## src/hdl/rtp_pkg.sv

```systemverilog
// types and constants for the radial / tangential gradient projection
// used by rtp_front, rtp_cell and radial_tangential_projection
package rtp_pkg;

    localparam int SAMPLE_BITS = 16;
    localparam int COORD_BITS  = 12;
    localparam int CENTER_W    = 18;
    localparam int GAIN_W      = 16;
    localparam int RES_W       = 16;
    localparam int CFG_W       = 18;
    localparam int CFG_IDX_W   = 2;

    // register indexes of the write port
    localparam logic [CFG_IDX_W-1:0] REG_CENTER_X = 2'd0;
    localparam logic [CFG_IDX_W-1:0] REG_CENTER_Y = 2'd1;
    localparam logic [CFG_IDX_W-1:0] REG_GAIN     = 2'd2;

    // offset from the center in q.4, signed
    localparam int DXW  = ((COORD_BITS + 5 > CENTER_W) ? COORD_BITS + 5 : CENTER_W) + 1;
    localparam int MW   = SAMPLE_BITS + DXW;
    localparam int DOTW = MW + 1;
    localparam int PW   = DOTW + GAIN_W;
    localparam int AW   = PW;
    localparam int LOW  = (AW + 1) / 2;
    localparam int HIW  = AW - LOW;
    localparam int SQW  = 2 * AW;
    localparam int SW   = 2 * DXW;
    // radius term scaled by 2^14 so that half steps of the result are integers
    localparam int RND_SH = 14;
    localparam int KW   = SW + RND_SH;
    localparam int RW   = ((SQW > KW + 2 * RES_W + 3) ? SQW : KW + 2 * RES_W + 3) + 2;

    localparam logic [RES_W-1:0] RES_MAX = {1'b0, {(RES_W-1){1'b1}}};

    typedef struct packed {
        logic [COORD_BITS-1:0]         pix_col;
        logic [COORD_BITS-1:0]         pix_row;
        logic signed [SAMPLE_BITS-1:0] grad_x;
        logic signed [SAMPLE_BITS-1:0] grad_y;
    } in_t;

    typedef struct packed {
        logic signed [RES_W-1:0] radial;
        logic signed [RES_W-1:0] tangential;
    } out_t;

    // per-result search state handed from cell to cell
    typedef struct packed {
        logic signed [RW-1:0] rem;
        logic signed [RW-1:0] w;
        logic [RES_W-1:0]     q;
        logic                 neg;
    } lane_t;

    typedef struct packed {
        lane_t         rad;
        lane_t         tan;
        logic [KW-1:0] k;
        logic          zero;
    } stage_t;

endpackage

```

## src/hdl/rtp_cell.sv

```systemverilog
// one result bit of the rounded quotient search, for both results
// depends on rtp_pkg
module rtp_cell #(
    parameter int BIT = 0
) (
    input  logic            clk,
    input  logic            en,
    input  rtp_pkg::stage_t in_stage,
    output rtp_pkg::stage_t out_stage
);
    import rtp_pkg::*;

    stage_t st_reg, st_next;

    // try q + 2^BIT: rem tracks a^2 - (2q-1)^2 * k, w tracks (2q-1) * k
    function automatic lane_t step(input lane_t ln, input logic [KW-1:0] k);
        logic signed [RW-1:0] kx;
        logic signed [RW-1:0] delta;
        logic signed [RW-1:0] trial;
        lane_t                res;
        kx    = signed'(RW'({1'b0, k}));
        delta = (ln.w <<< (BIT + 2)) + (kx <<< (2 * BIT + 2));
        trial = ln.rem - delta;
        res   = ln;
        // once the top bit is set the value is at its cap
        if (!trial[RW-1] && !ln.q[RES_W-1])
        begin
            res.rem    = trial;
            res.w      = ln.w + (kx <<< (BIT + 1));
            res.q[BIT] = 1'b1;
        end
        return res;
    endfunction

    always_comb
    begin
        st_next     = in_stage;
        st_next.rad = step(in_stage.rad, in_stage.k);
        st_next.tan = step(in_stage.tan, in_stage.k);
    end

    always_ff @(posedge clk)
    begin
        if (en)
        begin
            st_reg <= st_next;
        end
    end

    assign out_stage = st_reg;

endmodule

```

## config.mk

```make
export PLATFORM = sky130hd
export DESIGN_NAME = rtp_cell
export DESIGN_NICKNAME = d
export VERILOG_FILES = /design/src/hdl/rtp_pkg.sv /design/src/hdl/rtp_cell.sv
export SDC_FILE = /design/constraint.sdc
export NUM_CORES = 2
export LEC_CHECK = 0
export ABC_AREA = 1
export BUFFER_PORTS_ARGS = -buffer_cell sky130_fd_sc_hd__buf_4
export CORE_AREA = 2 2 403 405
export CTS_CLUSTER_SIZE = 24
export DETAILED_ROUTE_END_ITERATION = 10
export DIE_AREA = 0 0 405 407
export PLACE_DENSITY_LB_ADDON = 0.12
export SYNTH_ARGS = -nofsm -noshare
export SYNTH_HDL_FRONTEND = slang
export SYNTH_SLANG_ARGS = --single-unit
```

## constraint.sdc

```tcl
create_clock -name clk -period 9.85 [get_ports clk]
set_clock_uncertainty 0.15 [all_clocks]
set_input_delay 2.4625 -clock clk [delete_from_list [all_inputs] [get_ports clk]]
set_output_delay 2.4625 -clock clk [all_outputs]
set_load 0.02 [all_outputs]
```

; Yosys cells after proc, flatten, opt, wreduce, memory -nomap -nowiden
; Cells that the tools add are included.
[totals]
in_bits = 513
ff_bits = 511
out_inout_bits = 511
word_cells = 26
[op_classes]
reduce_logical = 6
mux = 2
addsub = 6
[op_table]
columns = cell, n
row1 = two-way mux 212 bit, 2
row2 = adder 106 x 54 -> 106 bit, 2
row3 = adder 106 x 55 -> 106 bit, 2
row4 = subtractor 106 bit, 2
row5 = zero test 1 bit, 4
row6 = logical AND 1 bit, 2

; Longest topological paths before layout
[depth]
word_depth = 5
depth_mapped = 22

; Worst setup path before layout
; OpenSTA, ideal clock, no wires.
[synth_path]
path_type = input-to-reg
start = input in_stage[2] (netlist name)
end = register st_reg, in the netlist out_stage[323], data pin
path_buffers = 2
required_time_ps = 9447
path_slack_ps = 4517
arrival_ps = 4930
cell_stages = 19
path_cell_list = inv_1 -> fa_1 -> ha_1 -> nand2_1 -> nand3_1 -> nand2_1 -> nand3_1 -> nand2_1 -> nand3_2 -> nand2_1 -> nand2_1 -> nand2_1 -> nand2_1 -> nand2_2 -> nand3_4 -> buf_6 -> buf_4 -> nand2_1 -> nand2_1
[synth_lines]
columns = item, line
row1 = start: declaration, rtp_cell.sv:8  ; input rtp_pkg::stage_t in_stage,
row2 = end signal: assignment, rtp_cell.sv:46  ; st_reg <= st_next;
row3 = end: declaration, rtp_cell.sv:13  ; stage_t st_reg, st_next;

==> results_dict.tcl <==
set metrics [dict create \
    vias 71870 \
    slew_violations 0 \
    cts_hold_buf 0 \
    dr_wl_met2_mm 162.9 \
    drive_gt1_share_pct 10.65 \
    crit_path_end_kind "flop" \
    syn_area_sq_um 61340 \
    cts_buffers 60 \
    cp_common_cell "nand2_1" \
    post-route-util_pct 45.69 \
    synth.distinct_cells 41 \
    cp_num_buf_inv 4 \
    min_path_type "in2reg" \
    synth_top_cell_area_share_pct 25.63 \
    syn2layout_area_growth_pct 19.34 \
    routed_wl_mm 375.1 \
    grt_max_degree 148 \
    drc 0 \
    post_drt_wl_per_cell_um 27.95 \
    slew-limit-headroom_pct 25.02 \
    postRouteAntennaNets 0 \
    fin_cells 13420 \
    h-tree-depth 2 \
    clock-sinks 511 \
    fin_crit_ns 7.145 \
    layout_setup_ws_ns 2.705 \
    syn-num-nets 11250 \
    cp_max_fo 132 \
    critPathMaxStageDelay_ns 0.71 \
    netlist_instances 10220 \
    initial_utilization_pct 38.29 \
    track_usage_pct 43.99 \
    cpMaxStageDelayCell "nand3_4" \
    grt_pass1_wl_mm 506.7 \
    largest_reg_flops 511 \
    ys_ff_latch 511 \
    finalSetupTns_ns 0 \
    cts_resized 0 \
    hpwl_mm 326.3 \
    wl_met3_mm 39.50 \
    worst_setup_path_start_kind "input port" \
    die_h_um 407 \
    powerDensity_nw_per_um2 154.9 \
    synth_warnings 0 \
    power_leakage_nw 41.43 \
    antenna_found_initial 47 \
    fillers 17220 \
    worstMarginPinSlew_ns 1.121 \
    pre_cts_ws_ns 2.265 \
    crit_arrival_ns 7.44 \
    root_buffer "clkbuf_16" \
    required_ns 10.15 \
    place_inst 13280 \
    yosys-top-cells-area "nand2_1 26%, edfxtp_1 25%, inv_1 13%" \
    clock_path_buffers 3 \
    ir_drop_mv 0.1516 \
    die_area_sq_um 164800 \
    rsz0062_at_grt "false" \
    rows 147 \
    grt_pass1_vias 67150 \
    fin_crit_sh_pct 72.54 \
    synth_seq_area_share_pct 25.02 \
    drv_cap 0 \
    setup_violations 0 \
    wl_met1_mm 141.0 \
    pin_count 1024 \
    port_buffers 1023 \
    top_layer "met5" \
    final_nets 12220 \
    drt_iter0_drc 8232 \
    viasPerCell 5.354 \
    hold_viol_final 0 \
    crit_path_cell_trace "buf_4 > inv_1 > fa_1 > ha_1 > nand2_1 > inv_1 > nand2_1 > nand2_1 > a21oi_1 > nand2_1 > nand2_1 > nand2_1 > a21oi_2 > nand2_1 > nand2_2 > nand3_4 > buf_12 > nand2_1 > nand2_1" \
    place.gp.congestion 1.090 \
    die_w_um 405 \
    grt-ovfl-total 0 \
    coreArea_sq_um 160200 \
    cts_tree "yes" \
    clkTransAtPathRegs_ns 0.06 \
    fmax_ghz 0.1400 \
    cpLargestDelayFamily "simple AND/OR/NAND/NOR gates" \
    cts_setup_buffers 0 \
    avgSynthCellArea_sq_um 6.004 \
    status "finished clean" \
    synth_top_area_cell "nand2_1" \
    first_pass_iters 8 \
    path_class "in2reg" \
]
[cell families after synthesis]
kind of cell / count (synthesis) / synth area share (%)
and+or+nand+nor: 6120 / 40.59
buffers and inverters: 2340 / 14.81
adders and majority gates: 522 / 11.94
DFF: 511 / 25.02
AOI/OAI and AO/OA: 491 / 4.322
xor gates and xnor gates: 232 / 3.313
[power breakdown]
group          switching (mW)  internal (mW)
registers               0.191           2.81
logic                    4.32           1.70
clock network            1.07           1.26
total                    5.58           5.76
[Yosys cell counts (all sizes together)]
library cell	n
nand4	248
nor4	24
and3	7
buf	96
inv	2201
clkinv	1
ha	416
nor3b	3
and2	8
nor3	108
a21boi	10
clkbuf	42
o21a	6
nor4b	1
edfxtp	511
nor2	859
nand3	620
a31oi	2
o21ai	113
a21o	3
o211ai	1
nand3b	32
xnor2	26
nand2	4194
xor2	206
a21oi	301
o21bai	55
fa	106
or2	16
[per-stage QoR]
| step | hold slack, ns | total power, mW | area, sq um |
|---|---|---|---|
| final | 1.761 | 11.34 | 73200 |
| after floorplan | 2.411 | 6.167 | 61340 |
| after CTS | 1.729 | 11.17 | 73130 |
| after global placement | 2.490 | 8.832 | 71200 |
| after detailed placement | 2.492 | 8.845 | 71200 |
| after global routing | 1.742 | 11.76 | 73170 |
[placed cells by master (no fill, tap or decap), drive strengths merged]
cell type  synthesis  routed
ha               416     416
nor3b              3       3
nand2           4194    4194
xnor2             26      26
and3               7       7
o21bai            55      55
bufinv             0       5
nor4              24      24
fa               106     106
diode              0      28
edfxtp           511     511
nand4            248     248
clkinvlp           0       4
buf               96    1045
o21ai            113     113
nor2             859     859
and2               8       8
o21a               6       6
a21boi            10      10
nand3b            32      32
o211ai             1       1
nor3             108     108
xor2             206     206
inv             2201    2207
or2               16      16
a31oi              2       2
nand3            620     620
nor4b              1       1
a21o               3       3
a21oi            301     301
clkbuf            42      72
clkinv             1      26
[layer usage]
layer | track usage, % | up-vias
met2 | 68.82 | 4244
li1 | - | 33300
met5 | 0.6244 | -
met3 | 10.48 | 943
met1 | 52.92 | 33360
met4 | 31.50 | 20
[final timing paths]
check,from,to,slack [ns],cells after the start
max,in_stage[50],out_stage[241]$_DFFE_PP_,2.70,19
min,in_stage[56],out_stage[56]$_DFFE_PP_,1.76,1
[final cells by class]
cell class / instances / area (sq um) / area share [%]
clock inverters: 40 / 390.4 / 0.5333
diodes: 28 / 70.07 / 0.09572
multi-input cells: 7365 / 36940 / 50.46
well taps: 2160 / 2703 / 3.692
flip-flops and latches: 511 / 15340 / 20.96
clock buffers: 72 / 1546 / 2.113
repair buffers: 1045 / 7940 / 10.85
inverters: 2202 / 8272 / 11.30
(Power assumes the default switching activity.)
